$ cat src/rtl/jqsr_pkg.sv
package jqsr_pkg;

  // Default number of entries the queue can hold.
  localparam int QUEUE_DEPTH_DEF = 16;

  // Width of the fill count reported with each result.
  localparam int FILL_W = 5;

  // Operation codes carried on the input channel.
  typedef enum logic [1:0] {
    OP_INSERT = 2'd0,
    OP_APPEND = 2'd1,
    OP_POP    = 2'd2,
    OP_REMOVE = 2'd3
  } op_t;

  // Status codes returned with each result.
  typedef enum logic [1:0] {
    ST_OK      = 2'd0,
    ST_EMPTY   = 2'd1,
    ST_FULL    = 2'd2,
    ST_MISSING = 2'd3
  } status_t;

  // Controller states.
  typedef enum logic [1:0] {
    S_IDLE,
    S_WALK,
    S_FINISH,
    S_EMIT
  } state_t;

  // One job record as it is held in the entry store.
  typedef struct packed {
    logic [15:0] job_id;
    logic [15:0] mem_need;
    logic [7:0]  device_count;
    logic [15:0] run_time;
    logic [3:0]  prio_level;
  } job_t;

  localparam int JOB_W = $bits(job_t);

  // Commands from the controller to the datapath.
  typedef struct packed {
    logic    start;
    logic    append;
    logic    walk;
    logic    finish;
    logic    load_out;
    status_t status;
  } dp_cmd_t;

  // Status from the datapath to the controller.
  typedef struct packed {
    logic full;
    logic empty;
    logic walk_done;
    logic found;
    op_t  op;
  } dp_stat_t;

endpackage

$ cat src/rtl/jqsr_ram.sv
module jqsr_ram
  import jqsr_pkg::*;
#(
  parameter int WIDTH = JOB_W,
  parameter int DEPTH = QUEUE_DEPTH_DEF
) (
  input  logic                     clk,
  input  logic                     we,
  input  logic [$clog2(DEPTH)-1:0] waddr,
  input  logic [WIDTH-1:0]         wdata,
  input  logic [$clog2(DEPTH)-1:0] raddr,
  output logic [WIDTH-1:0]         rdata
);

  logic [WIDTH-1:0] mem_r [DEPTH];
  logic [WIDTH-1:0] rdata_r;

  // One write port and one read port with a registered read.
  always_ff @(posedge clk) begin
    if (we) begin
      mem_r[waddr] <= wdata;
    end
    rdata_r <= mem_r[raddr];
  end

  assign rdata = rdata_r;

endmodule

$ cat src/rtl/jqsr_ctrl.sv
module jqsr_ctrl
  import jqsr_pkg::*;
(
  input  logic       clk,
  input  logic       rst_n,
  input  logic       in_valid,
  input  logic [1:0] in_opcode,
  output logic       in_stall,
  output logic       out_valid,
  input  logic       out_stall,
  input  dp_stat_t   stat,
  output dp_cmd_t    cmd
);

  state_t  state_r, state_nxt;
  status_t st_r, st_nxt;
  logic    out_valid_r, out_valid_nxt;
  logic    accept;
  logic    out_free;
  op_t     in_op;

  assign in_op    = op_t'(in_opcode);
  assign accept   = in_valid && (state_r == S_IDLE);
  assign out_free = !out_valid_r || !out_stall;

  // Next state and the status that the result will carry.
  always_comb begin
    state_nxt = state_r;
    st_nxt    = st_r;
    case (state_r)
      S_IDLE: begin
        if (accept) begin
          case (in_op)
            OP_INSERT, OP_APPEND: begin
              if (stat.full) begin
                state_nxt = S_EMIT;
                st_nxt    = ST_FULL;
              end else if (in_op == OP_APPEND) begin
                state_nxt = S_EMIT;
                st_nxt    = ST_OK;
              end else begin
                state_nxt = S_WALK;
              end
            end
            default: begin
              if (stat.empty) begin
                state_nxt = S_EMIT;
                st_nxt    = ST_EMPTY;
              end else begin
                state_nxt = S_WALK;
              end
            end
          endcase
        end
      end
      S_WALK: begin
        if (stat.walk_done) begin
          state_nxt = S_FINISH;
        end
      end
      S_FINISH: begin
        state_nxt = S_EMIT;
        st_nxt    = (stat.op == OP_INSERT || stat.found) ? ST_OK : ST_MISSING;
      end
      S_EMIT: begin
        if (out_free) begin
          state_nxt = S_IDLE;
        end
      end
      default: state_nxt = S_IDLE;
    endcase
  end

  // Commands to the datapath and the result valid flag.
  always_comb begin
    cmd           = '0;
    cmd.status    = st_r;
    out_valid_nxt = out_valid_r && out_stall;
    case (state_r)
      S_IDLE: begin
        cmd.start  = accept;
        cmd.append = accept && (in_op == OP_APPEND) && !stat.full;
      end
      S_WALK:   cmd.walk   = 1'b1;
      S_FINISH: cmd.finish = 1'b1;
      S_EMIT: begin
        if (out_free) begin
          cmd.load_out  = 1'b1;
          out_valid_nxt = 1'b1;
        end
      end
      default: cmd = '0;
    endcase
  end

  always_ff @(posedge clk) begin
    if (!rst_n) begin
      state_r     <= S_IDLE;
      st_r        <= ST_OK;
      out_valid_r <= 1'b0;
    end else begin
      state_r     <= state_nxt;
      st_r        <= st_nxt;
      out_valid_r <= out_valid_nxt;
    end
  end

  assign in_stall  = (state_r != S_IDLE);
  assign out_valid = out_valid_r;

endmodule

$ cat src/rtl/jqsr_dp.sv
module jqsr_dp
  import jqsr_pkg::*;
#(
  parameter int QUEUE_DEPTH = QUEUE_DEPTH_DEF
) (
  input  logic              clk,
  input  logic              rst_n,
  input  logic [1:0]        in_opcode,
  input  logic [15:0]       in_job_id,
  input  logic [15:0]       in_mem_need,
  input  logic [7:0]        in_device_count,
  input  logic [15:0]       in_run_time,
  input  logic [3:0]        in_prio_level,
  input  dp_cmd_t           cmd,
  output dp_stat_t          stat,
  output logic [1:0]        out_status,
  output logic [15:0]       out_job_id,
  output logic [15:0]       out_mem_need,
  output logic [7:0]        out_device_count,
  output logic [15:0]       out_run_time,
  output logic [3:0]        out_prio_level,
  output logic [FILL_W-1:0] out_fill_count
);

  localparam int AW = $clog2(QUEUE_DEPTH);
  localparam int CW = $clog2(QUEUE_DEPTH + 1);

  // Control state of the walk and the fill count.
  logic [CW-1:0] cnt_r, cnt_nxt;
  logic [CW-1:0] rd_i_r, rd_i_nxt;
  logic          dvld_r, dvld_nxt;
  logic          found_r, found_nxt;

  // Payload held across one operation.
  op_t  op_r, op_nxt;
  job_t new_r, new_nxt;
  job_t carry_r, carry_nxt;
  job_t taken_r, taken_nxt;

  // Result register.
  status_t           ost_r, ost_nxt;
  job_t              ojob_r, ojob_nxt;
  logic [FILL_W-1:0] ofill_r, ofill_nxt;

  // Entry store port signals.
  logic          we;
  logic [AW-1:0] waddr;
  job_t          wdata;
  job_t          rdata;
  logic [CW-1:0] d_idx;
  logic [CW-1:0] d_prev;
  job_t          in_job;

  assign in_job = '{job_id: in_job_id, mem_need: in_mem_need,
                    device_count: in_device_count, run_time: in_run_time,
                    prio_level: in_prio_level};

  // Index of the entry whose read data arrives this cycle, and the one before.
  assign d_idx  = rd_i_r - CW'(1);
  assign d_prev = rd_i_r - CW'(2);

  jqsr_ram #(
    .WIDTH(JOB_W),
    .DEPTH(QUEUE_DEPTH)
  ) u_ram (
    .clk  (clk),
    .we   (we),
    .waddr(waddr),
    .wdata(wdata),
    .raddr(rd_i_r[AW-1:0]),
    .rdata(rdata)
  );

  // Walk over the store: one read issued and one entry processed per cycle.
  always_comb begin
    cnt_nxt   = cnt_r;
    rd_i_nxt  = rd_i_r;
    dvld_nxt  = dvld_r;
    found_nxt = found_r;
    op_nxt    = op_r;
    new_nxt   = new_r;
    carry_nxt = carry_r;
    taken_nxt = taken_r;
    ost_nxt   = ost_r;
    ojob_nxt  = ojob_r;
    ofill_nxt = ofill_r;
    we        = 1'b0;
    waddr     = cnt_r[AW-1:0];
    wdata     = new_r;

    if (cmd.start) begin
      op_nxt    = op_t'(in_opcode);
      new_nxt   = in_job;
      found_nxt = 1'b0;
      taken_nxt = '0;
      rd_i_nxt  = '0;
      dvld_nxt  = 1'b0;
    end

    // Append writes straight at the tail.
    if (cmd.append) begin
      we      = 1'b1;
      waddr   = cnt_r[AW-1:0];
      wdata   = in_job;
      cnt_nxt = cnt_r + CW'(1);
    end

    if (cmd.walk) begin
      if (rd_i_r < cnt_r) begin
        rd_i_nxt = rd_i_r + CW'(1);
        dvld_nxt = 1'b1;
      end else begin
        dvld_nxt = 1'b0;
      end
      if (dvld_r) begin
        if (op_r == OP_INSERT) begin
          // Past the insert point every entry moves up by one.
          if (found_r) begin
            we        = 1'b1;
            waddr     = d_idx[AW-1:0];
            wdata     = carry_r;
            carry_nxt = rdata;
          end else if (rdata.run_time > new_r.run_time) begin
            found_nxt = 1'b1;
            we        = 1'b1;
            waddr     = d_idx[AW-1:0];
            wdata     = new_r;
            carry_nxt = rdata;
          end
        end else begin
          // Past the removed entry every entry moves down by one.
          if (found_r) begin
            we    = 1'b1;
            waddr = d_prev[AW-1:0];
            wdata = rdata;
          end else if (op_r == OP_POP || rdata.job_id == new_r.job_id) begin
            found_nxt = 1'b1;
            taken_nxt = rdata;
          end
        end
      end
    end

    // Close the operation: the last entry lands at the tail, or the count drops.
    if (cmd.finish) begin
      if (op_r == OP_INSERT) begin
        we      = 1'b1;
        waddr   = cnt_r[AW-1:0];
        wdata   = found_r ? carry_r : new_r;
        cnt_nxt = cnt_r + CW'(1);
      end else if (found_r) begin
        cnt_nxt = cnt_r - CW'(1);
      end
    end

    if (cmd.load_out) begin
      ost_nxt   = cmd.status;
      ojob_nxt  = taken_r;
      ofill_nxt = FILL_W'(cnt_r);
    end
  end

  always_ff @(posedge clk) begin
    if (!rst_n) begin
      cnt_r   <= '0;
      rd_i_r  <= '0;
      dvld_r  <= 1'b0;
      found_r <= 1'b0;
      op_r    <= OP_INSERT;
    end else begin
      cnt_r   <= cnt_nxt;
      rd_i_r  <= rd_i_nxt;
      dvld_r  <= dvld_nxt;
      found_r <= found_nxt;
      op_r    <= op_nxt;
    end
  end

  always_ff @(posedge clk) begin
    new_r   <= new_nxt;
    carry_r <= carry_nxt;
    taken_r <= taken_nxt;
    ost_r   <= ost_nxt;
    ojob_r  <= ojob_nxt;
    ofill_r <= ofill_nxt;
  end

  // Status toward the controller.
  always_comb begin
    stat.full      = (cnt_r == CW'(QUEUE_DEPTH));
    stat.empty     = (cnt_r == '0);
    stat.walk_done = (rd_i_r == cnt_r) && !dvld_r;
    stat.found     = found_r;
    stat.op        = op_r;
  end

  assign out_status       = ost_r;
  assign out_job_id       = ojob_r.job_id;
  assign out_mem_need     = ojob_r.mem_need;
  assign out_device_count = ojob_r.device_count;
  assign out_run_time     = ojob_r.run_time;
  assign out_prio_level   = ojob_r.prio_level;
  assign out_fill_count   = ofill_r;

endmodule

$ cat src/rtl/job_queue_sorted_by_runtime.sv
// Channel  | Direction | Handshake           | Payload
// in_      | input     | in_valid, in_stall  | opcode, job_id, mem_need, device_count,
//          |           |                     | run_time, prio_level
// out_     | output    | out_valid, out_stall| status, job record, fill_count
//
// One item is in work at a time. Append and the full or empty cases register the result
// without a walk; sorted insert, pop and remove first walk the filled entries of the
// entry store once through its single read port, then close the operation and register
// the result.
// Reset (rst_n low, synchronous) empties the queue; the store itself is not cleared.
// A stalled result holds in the output register; the next input is taken as soon as
// that result is registered.
module job_queue_sorted_by_runtime
  import jqsr_pkg::*;
#(
  parameter int QUEUE_DEPTH = QUEUE_DEPTH_DEF
) (
  input  logic              clk,
  input  logic              rst_n,
  input  logic              in_valid,
  output logic              in_stall,
  input  logic [1:0]        in_opcode,
  input  logic [15:0]       in_job_id,
  input  logic [15:0]       in_mem_need,
  input  logic [7:0]        in_device_count,
  input  logic [15:0]       in_run_time,
  input  logic [3:0]        in_prio_level,
  output logic              out_valid,
  input  logic              out_stall,
  output logic [1:0]        out_status,
  output logic [15:0]       out_job_id,
  output logic [15:0]       out_mem_need,
  output logic [7:0]        out_device_count,
  output logic [15:0]       out_run_time,
  output logic [3:0]        out_prio_level,
  output logic [FILL_W-1:0] out_fill_count
);

  dp_cmd_t  cmd;
  dp_stat_t stat;

  jqsr_ctrl u_ctrl (
    .clk      (clk),
    .rst_n    (rst_n),
    .in_valid (in_valid),
    .in_opcode(in_opcode),
    .in_stall (in_stall),
    .out_valid(out_valid),
    .out_stall(out_stall),
    .stat     (stat),
    .cmd      (cmd)
  );

  jqsr_dp #(
    .QUEUE_DEPTH(QUEUE_DEPTH)
  ) u_dp (
    .clk             (clk),
    .rst_n           (rst_n),
    .in_opcode       (in_opcode),
    .in_job_id       (in_job_id),
    .in_mem_need     (in_mem_need),
    .in_device_count (in_device_count),
    .in_run_time     (in_run_time),
    .in_prio_level   (in_prio_level),
    .cmd             (cmd),
    .stat            (stat),
    .out_status      (out_status),
    .out_job_id      (out_job_id),
    .out_mem_need    (out_mem_need),
    .out_device_count(out_device_count),
    .out_run_time    (out_run_time),
    .out_prio_level  (out_prio_level),
    .out_fill_count  (out_fill_count)
  );

endmodule

$ cat config.mk
export PLATFORM = sky130hd
export DESIGN_NAME = job_queue_sorted_by_runtime
export DESIGN_NICKNAME = d
export VERILOG_FILES = /design/src/rtl/jqsr_pkg.sv /design/src/rtl/jqsr_ram.sv /design/src/rtl/jqsr_ctrl.sv /design/src/rtl/jqsr_dp.sv /design/src/rtl/job_queue_sorted_by_runtime.sv
export SDC_FILE = /design/constraint.sdc
export NUM_CORES = 1
export LEC_CHECK = 0
export ABC_AREA = 0
export BUFFER_PORTS_ARGS = -buffer_cell sky130_fd_sc_hd__buf_2
export CAP_MARGIN = 20
export CORE_MARGIN = 10
export CORE_UTILIZATION = 31
export DETAILED_ROUTE_END_ITERATION = 10
export MAX_ROUTING_LAYER = met4
export PLACE_DENSITY = 0.48
export SLEW_MARGIN = 20
export SYNTH_ARGS = -nofsm -noshare
export SYNTH_HDL_FRONTEND = slang
export SYNTH_SLANG_ARGS = --single-unit
$ cat constraint.sdc
create_clock -name clk -period 19.8 [get_ports clk]
set_input_delay 3.96 -clock clk [delete_from_list [all_inputs] [get_ports clk]]
set_output_delay 3.96 -clock clk [all_outputs]
set_load 0.005 [all_outputs]
[Yosys cells after proc, flatten, opt, wreduce, memory -nomap -nowiden]
Memory sizes are Yosys's and may differ from the RTL's. A register that Yosys moved wholly into a read port is not among the register bits.
Index checks and enable logic that the tools add are counted.
Widths: inputs -> output; s select.
Word-level totals
  word-level logic and storage cells: 152
  memories kept: 1
  bits in registers: 266
  RAM bits: 960
Cells by class
  $add $sub $neg: 5
  mux-type cells: 77
  eq/ne operators: 13
  reduce and logical (&&, ||, !) cells: 24
  $lt $le $gt $ge: 2
Memory list
  u_dp.u_ram.mem_r: depth 16, bits a word 60, rd ports 1, clocked after Yosys merged registers in 1, wr ports 1, RTL line jqsr_ram.sv:15  | logic [WIDTH-1:0] mem_r [DEPTH];
Operators with widths (count)
  $mux 60: 18
  $mux 5: 7
  $mux 4: 8
  $mux 1: 28
  $mux 2: 14
  $eq 16x16->1: 1
  $gt 16x16->1: 1
  $add 5x1->5 const B: 2
  $pmux 2 s4: 1
  $reduce_and 4->1: 2
  $reduce_bool 2->1: 4
  $eq 2x2->1 const B: 3
  $logic_not 2->1: 3
  $eq 5x5->1: 1
  $eq 5x5->1 const B: 1
  $logic_and 1x1->1: 5
  $logic_not 5->1: 1
  $lt 5x5->1: 1
  $sub 5x1->5 const B: 1
  $eq 2x1->1 const B: 2
  $logic_not 1->1: 4
  $ne 2x1->1 const B: 2
  $ne 4x3->1 const B: 1
  $pmux 2 s2: 1
  7 further kinds: 9

[Depth between registers and ports, before layout]
Gate-level depths: netlist of run 1.
  depth in word-level cells: 15
  mapped depth: 12
  mapped depth without buffers: 9

[Modules after synthesis]
From an unflattened synthesis of run 1, not the netlist that was laid out.
Unflattened totals
  cell total of the unflattened synthesis: 2881
  area total of the unflattened synthesis: 51931.1 um2
By module, submodules not included
  jqsr_ram: cells each 1548, area an instance 37106.8 um2, times used 1, seq. area each 30028.8 um2
  jqsr_dp: cells each 1287, area an instance 14461.4 um2, times used 1, seq. area each 7096.8 um2
  jqsr_ctrl: cells each 46, area an instance 362.8 um2, times used 1, seq. area each 100.1 um2

[Worst setup path after synthesis of run 1]
Ideal clock, no wire load.
  path type: input to register
  start point: input in_valid
  end point: memory u_dp.u_ram.mem_r[14][0] in the netlist's numbering (enable)
  setup time: 0.647 ns
  cell stages on the path: 6
  setup slack: 6.765 ns
  data required time: 19.153 ns
  data arrival time: 12.388 ns
  buffers on the path: 0
  path through: nand2_1 inv_1 nand4_1 o2111ai_1 nand2_1 nor4b_1
On the way
  word-level cells in the longest chain between the ends: 14
  elaborated cells between the ends (all ways): 15
  those cells by class: mux: 12; reduce/logical: 3
Ends and longest elaborated chain
  start, declared: RTL line job_queue_sorted_by_runtime.sv:20  | input logic in_valid,
  $logic_and 1x1->1 *: RTL line jqsr_ctrl.sv:23  | assign accept = in_valid && (state_r == S_IDLE);
  $logic_and 1x1->1 * (2 in a row): RTL line jqsr_ctrl.sv:82  | cmd.append = accept && (in_op == OP_APPEND) && !stat.full;
  $mux 2 *: RTL line jqsr_ctrl.sv:79  | case (state_r)
  $mux 1 *: RTL line jqsr_dp.sv:101  | if (cmd.append) begin
  $mux 1: RTL line jqsr_dp.sv:123  | end else if (rdata.run_time > new_r.run_time) begin
  $mux 1: RTL line jqsr_dp.sv:118  | if (found_r) begin
  $mux 1: RTL line jqsr_dp.sv:116  | if (op_r == OP_INSERT) begin
  $mux 1: RTL line jqsr_dp.sv:115  | if (dvld_r) begin
  $mux 1 *: RTL line jqsr_dp.sv:108  | if (cmd.walk) begin
  $mux 1: RTL line jqsr_dp.sv:146  | if (op_r == OP_INSERT) begin
  $mux 1 *: RTL line jqsr_dp.sv:145  | if (cmd.finish) begin
  $mux 1 *: RTL line jqsr_ram.sv:20  | if (we) begin
  $mux 1 (implied by the code) *: RTL line jqsr_ram.sv:21  | mem_r[waddr] <= wdata;
  end, declared: RTL line jqsr_ram.sv:15
Every way passes the cells marked *; elsewhere a longest branch is shown, timed or not.

[Worst setup path in the final report of run 1]
  start point: input in_valid
  end point: memory u_dp.u_ram.mem_r[1][17] in the netlist's numbering, data pin
On the way
  word-level cells in the longest chain between the ends: 12
  elaborated cells between the ends (all ways): 13
  those cells by class: mux: 10; reduce/logical: 3
Ends and longest elaborated chain
  $logic_and 1x1->1 *: RTL line jqsr_ctrl.sv:23
  $logic_and 1x1->1 * (2 in a row): RTL line jqsr_ctrl.sv:82
  $mux 2 *: RTL line jqsr_ctrl.sv:79
  $mux 60 *: RTL line jqsr_dp.sv:101
  $mux 60: RTL line jqsr_dp.sv:123
  $mux 60: RTL line jqsr_dp.sv:118
  $mux 60: RTL line jqsr_dp.sv:116
  $mux 60: RTL line jqsr_dp.sv:115
  $mux 60 *: RTL line jqsr_dp.sv:108
  $mux 60: RTL line jqsr_dp.sv:146
  $mux 60 *: RTL line jqsr_dp.sv:145
  net u_dp.u_ram.wdata[17]: RTL line jqsr_ram.sv:10  | input logic [WIDTH-1:0] wdata,
The timed path passes the listed nets; every way through them passes the cells marked *.

==> results of run 1 <==
## cells in the final DEF, fill, tap and decap left out, types with 37 or more instances in the layout
cell type  Yosys  layout
o22ai_1       44      44
dfxtp_1      139     134
mux2i_1       72      72
inv_1         69      68
nor2_1        52      48
clkbuf_16      0     141
buf_4          4     111
buf_2         16     134
a222oi_1      37      37
nand2_1      223     220
edfxtp_1    1147    1147
o21ai_0      136     136
mux2_2        43      43
mux4_2       300     300
## per-stage QoR
| stage | hold slack [ns] | instance area [um2] | cells |
|---|---|---|---|
| floorplan | 0.403 | 52000 | 2864 |
| global placement | 0.415 | 55800 | 5128 |
| detailed placement | 0.413 | 55800 | 5128 |
| CTS | 0.426 | 60300 | 5375 |
| global route | 0.434 | 60400 | 5380 |
| finish | 0.420 | 60400 | 5380 |
## layout make-up
cell class	count	area [um2]
diodes	4	10.0
clock inverters	68	806
clock buffers	179	3740
repair buffers	247	1550
flip-flops and latches	1286	37200
multi-input cells	1323	14000
inverters	69	262
fillers	15439	106000
well taps	2204	2760
## kinds of logic (layout without fill, tap and decap cells)
| group | count (synthesis) | count (layout) |
|---|---|---|
| xor+xnor | 22 | 22 |
| compound gates | 500 | 500 |
| simple gates | 353 | 353 |
| other cells | 0 | 4 |
| flops | 1286 | 1286 |
| buf+inv | 255 | 563 |
| fa+ha+maj | 33 | 33 |
| mux | 415 | 415 |
## state kept, by name (all words and copies together) (netlist names), 2 cells and up
register	cells
u_dp.u_ram.rdata	60
u_dp.out_job_id	16
u_dp.taken_r	60
u_dp.out_fill_count	5
u_dp.rd_i_r	5
u_ctrl.state_r	2
u_dp.u_ram.mem_r	960
u_dp.op_r	2
u_dp.new_r	60
u_dp.out_device_count	8
u_dp.cnt_r	5
u_dp.out_run_time	16
u_dp.out_mem_need	16
u_dp.carry_r	60
u_ctrl.st_r	2
u_dp.out_prio_level	4
u_dp.out_status	2
## layer usage
layer  share of wire (%)  wire (um)  GRT usage, %
met3                 4.9       7470          2.42
met4                 2.4       3740          5.16
met1                  43      66300          21.7
met5                   0          0             -
met2                  49      75400          27.0
## path summary, 6_finish.rpt
check | from | end | slack, ns
worst min-delay path | u_dp.taken_r[21]$_DFF_P_ | u_dp.out_device_count[1]$_DFFE_PP_ | 0.42
worst min register to register | u_dp.taken_r[21]$_DFF_P_ | u_dp.out_device_count[1]$_DFFE_PP_ | 0.42
worst max-delay path | in_valid | u_dp.u_ram.mem_r[1][17]$_DFFE_PP_ | 12.38
worst max register to register | u_dp.op_r[0]$_SDFFE_PN0P_ | u_dp.u_ram.mem_r[3][41]$_DFFE_PP_ | 14.14
## worst max-delay path, cell delays in order
cell and delay (ns):
buf_2 0.12, nand2_4 0.26, inv_4 0.46, and4_4 0.73
buf_4 0.85, mux2i_1 0.25, o221ai_1 0.28, a221oi_1 0.08
nor2_1 0.79
## report_power, final
part | switching, mW | internal [mW]
clock network | 1.07 | 1.54
logic | 1.11 | 0.599
registers | 0.154 | 3.58
total | 2.33 | 5.72
==> impl_metrics.yaml, run 1 <==
status:
  outcome: "completed"
placement:
  place_worst_setup_slack_ns: 11.51
  dp_hpwl_mm: 81.9
  portBuffers: 134
  place.gp.congestion: 0.759
synth:
  synth_compound_area_share_pct: 6.90
  async_flop_share_pct: 0
  ys_ff_latch: 1286
  synth_nets: 2963
  synth_top_family_by_area: "multiplexers"
  synth_common_cells: "edfxtp_1, mux4_2, nand2_1"
  synth_mux_area_share_pct: 15.3
  netlist_area_mm2: 0.0520
  synth_adder_area_share_pct: 0.794
  ys_types: 73
  yosysTopAreaCellShare_pct: 66.3
  synth_area_leader_cell: "edfxtp_1"
  yosys-top-cells-area: "edfxtp_1, mux4_2, dfxtp_1, nand2_1, mux2i_1"
  synth_edf_count: 1147
  syn_area_per_cell_um2: 18.1
  yosys.area_share.simple_pct: 3.09
  ys_seq_area_share_pct: 71.6
  ys.flop_type: "edfxtp_1"
  yosysMostFrequentCell: "edfxtp_1"
  synth_xor_xnor_area_share_pct: 0.371
  yosys_warnings: 0
  synth_cells: 2864
detailed_routing:
  wl_per_cell_um: 28.4
  vias: 28662
  antenna_left: 0
  drt-total-wl_mm: 153
  avgViaCountPerCell: 5.33
  drc: 0
  drtIter0Drc: 2991
  drt_pass1_iterations: 6
timing:
  finClkSkew_ns: 0.0288
  worst_pin_slew_ns: 1.10
  min_period_over_period_pct: 37.5
  slew_headroom_pct: 26.8
  tns_ns: 0
  fmax_mhz: 135
  rsz0062_at_grt: "no"
  period_needed_ns: 7.42
  fin_ws_ns: 12.38
  slew_viol_final: 0
  setup_viol: 0
  hold_viol: 0
run:
  maxCapViolations: 0
clock_tree:
  post_cts_buffers: 0
  clock_latency_ns: 0.77
  cts_buffers: 136
  htreeDepth: 4
  clockBufferDepth: 3
  clock-sinks: 1286
  cts_hold_buf: 0
  cts_resized: 0
  ctsRootBufferMaster: "clkbuf_16"
  cts_tree: "yes"
  path_clk_slew_ns: 0.06
floorplan:
  core_area_mm2: 0.167
  die_y_um: 429
  die_w_um: 429
  io_pins: 135
  std_cell_rows: 150
  initial_utilization_pct: 31.2
  die_area_mm2: 0.184
finish:
  utilization_pct: 36.2
  fin_nets: 3162
  drive_above_1_share_pct: 26.5
  area_delta_synth_final_pct: 16.2
worst_setup_path:
  reg2regPathDepth: 10
  worstPathMaxFanout: 38
  worst-setup-path-type: "primary input to flop"
  worstPathRequired_ns: 20.22
  critPathLaunchType: "primary input"
  arrival_ns: 7.84
  crit_path_end_kind: "flop"
pwr:
  power.total_mw: 8.06
  p_leak_nw: 19.3
  vdd_drop_max_mv: 0.0919
  powerDensity_mw_per_mm2: 133
global_route:
  overflow: 0
  grt_pass1_vias: 29296
  track_usage_pct: 16.7
  antenna_found_initial: 11
  grt_start_max_net_pins: 105
  grt_pass1_wl_mm: 219
worst_hold_path:
  whs_path_depth: 0
  hp-class: "flop to flop"
No activity file was read; power rests on OpenSTA's default activity.
==> run 2: changes to the inputs <==
==> constraint.sdc (replaced) <==
create_clock -name clk -period 7.8 [get_ports clk]
set_input_delay 1.56 -clock clk [delete_from_list [all_inputs] [get_ports clk]]
set_output_delay 1.56 -clock clk [all_outputs]
set_load 0.005 [all_outputs]
==> run 2 against run 1 <==
  * Routed wire length is 2.3% lower
  * Clock power grew to 2.6 times the previous value
  * Sequential cell count stayed put
  * Global-route usage is 0.36 points lower
  * Largest cell class unchanged
  * Cell count is 0.20% higher
  * Total power grew to 2.6 times the previous value
  * Cell area is 0.26% higher
  * Sequential share of layout area is 0.16 points lower
  * Setup slack worse by 10 ns
  * Highest routed layer unchanged
==> impl_metrics.yaml, run 2 (synthesis gave the netlist of run 1 again) <==
timing:
  tns_ns: 0
  worst_pin_slew_ns: 1.13
  rsz0062_at_grt: "no"
  setup_viol: 0
  min_period_over_period_pct: 70.4
  slew_viol_final: 0
  fmax_mhz: 182
  finClkSkew_ns: 0.0342
  hold_viol: 0
  slew_headroom_pct: 24.8
  period_needed_ns: 5.49
  fin_ws_ns: 2.31
detailed_routing:
  avgViaCountPerCell: 5.30
  drt-total-wl_mm: 149
  drc: 0
  vias: 28578
  drtIter0Drc: 2912
  antenna_left: 0
  wl_per_cell_um: 27.7
  drt_pass1_iterations: 8
pwr:
  p_sw_mw: 6.02
  powerDensity_mw_per_mm2: 340
  power_frac_seq_pct: 46.0
  power.total_mw: 20.6
  p_leak_nw: 19.3
  netSwitchingFraction_pct: 29.2
  pwr-share-clk_pct: 32.7
  p_comb_share_pct: 21.4
  power.internal_mw: 14.6
  vdd_drop_max_mv: 0.250
worst_setup_path:
  timing.rr.end: "u_dp.u_ram.mem_r[2][36]$_DFFE_PP_"
  setup.worst_path.start: "u_dp.new_r[19]$_DFFE_PP_"
  reg2regPathDepth: 10
  cp-endpoint: "u_dp.u_ram.mem_r[2][36]$_DFFE_PP_"
  critPathLaunchType: "flop"
  r2r_setup_slack_ns: 2.31
  arrival_ns: 5.88
  worst-setup-path-type: "flop to flop"
  worstPathMaxFanout: 27
  r2r-start: "u_dp.new_r[19]$_DFFE_PP_"
  crit_path_end_kind: "flop"
  worstPathRequired_ns: 8.19
placement:
  place_inst: 5126
  place.gp.congestion: 0.748
  portBuffers: 134
  dp_hpwl_mm: 82.3
  place_worst_setup_slack_ns: 2.37
floorplan:
  core_area_mm2: 0.167
  die_y_um: 429
  initial_utilization_pct: 31.2
  die_area_mm2: 0.184
  std_cell_rows: 150
  io_pins: 135
  die_w_um: 429
clock_tree:
  path_clk_slew_ns: 0.06
  ctsRootBufferMaster: "clkbuf_16"
  cts_buffers: 140
  clock-sinks: 1286
  clock_latency_ns: 0.78
  post_cts_buffers: 0
  cts_tree: "yes"
  htreeDepth: 4
  cts_hold_buf: 0
  clockBufferDepth: 3
  cts_resized: 0
finish:
  final_cell_mix: "edfxtp_1, mux4_2, nand2_1"
  final_common_cell: "edfxtp_1"
  fillCellCount: 15421
  multiInputGateArea_mm2: 0.0140
  largest_reg_flops: 960
  fin_nets: 3164
  seqCellArea_mm2: 0.0372
  top_register: "u_dp.u_ram.mem_r"
  drive_above_1_share_pct: 26.4
  utilization_pct: 36.3
  area_delta_synth_final_pct: 16.5
  finalNonFillerCells: 5391
run:
  maxCapViolations: 0
global_route:
  track_usage_pct: 16.3
  grt_pass1_wl_mm: 216
  grt_start_max_net_pins: 111
  antenna_found_initial: 16
  grt_pass1_vias: 29399
  overflow: 0
status:
  outcome: "completed"
worst_hold_path:
  hp-class: "flop to flop"
## run 2: cell types whose count changed in the layout (fill, tap and decap cells not counted), moves of 3 or more
cell      before  now
buf_4        111  103
clkinv_1      19   22
a211oi_1      36   39
inv_16         0    3
clkbuf_1      31   39
buf_12         1    8
## run 2: worst min-delay path by stage
stage,slack [ns],from,end,cells after the start
after global routing,0.43,u_dp.taken_r[46]$_DFF_P_,u_dp.out_job_id[2]$_DFFE_PP_,0
final,0.43,u_dp.taken_r[32]$_DFF_P_,u_dp.out_mem_need[4]$_DFFE_PP_,0
after floorplan,0.40,u_dp.cnt_r[2]$_SDFF_PN0_,u_dp.out_fill_count[2]$_DFFE_PP_,0
after CTS,0.42,u_dp.taken_r[32]$_DFF_P_,u_dp.out_mem_need[4]$_DFFE_PP_,0
after detailed placement,0.41,u_dp.taken_r[42]$_DFF_P_,u_dp.out_mem_need[14]$_DFFE_PP_,0
after global placement,0.41,u_dp.taken_r[25]$_DFF_P_,u_dp.out_device_count[5]$_DFFE_PP_,0
## run 2: area by class of cell
type,count,share of cell area [%]
sequential,1286,61.5
multi-input combinational,1323,23.2
clock buffer,190,6.33
tap,2204,4.55
timing repair buffer,245,2.65
clock inverter,71,1.34
inverter,69,0.432
antenna,3,0.0124
## run 2: power by group through the flow
stage	clock network, mW	registers [mW]	logic, mW
finish	6.72	9.46	4.40
global route	7.16	9.52	4.78
CTS	6.89	9.46	4.44
detailed placement	0	9.60	4.42
global placement	0	9.60	4.38
floorplan	0	9.49	2.69
## run 2: stage by stage
| step | hold WS (ns) | cell area [um2] |
|---|---|---|
| floorplan | 0.403 | 52000 |
| global placement | 0.414 | 55900 |
| detailed placement | 0.415 | 55900 |
| CTS | 0.424 | 60500 |
| global route | 0.431 | 60500 |
| finish | 0.426 | 60500 |
## run 2: critical path: stages (launching register included)
cell,delay (ns)
edfxtp_1,0.39
inv_1,0.08
ha_1,0.35
nand4_2,0.17
nor4_2,0.39
nand4_2,0.60
o32ai_2,0.59
nor2_1,0.13
o2bb2ai_2,0.83
nor4b_2,0.90
buf_4,0.64
## run 2: metal layers
layer | part of all wire (%) | GRT usage (%)
met1 | 44 | 21.7
met2 | 48 | 25.8
met3 | 5.3 | 2.28
met4 | 3.1 | 5.51
met5 | 0 | -
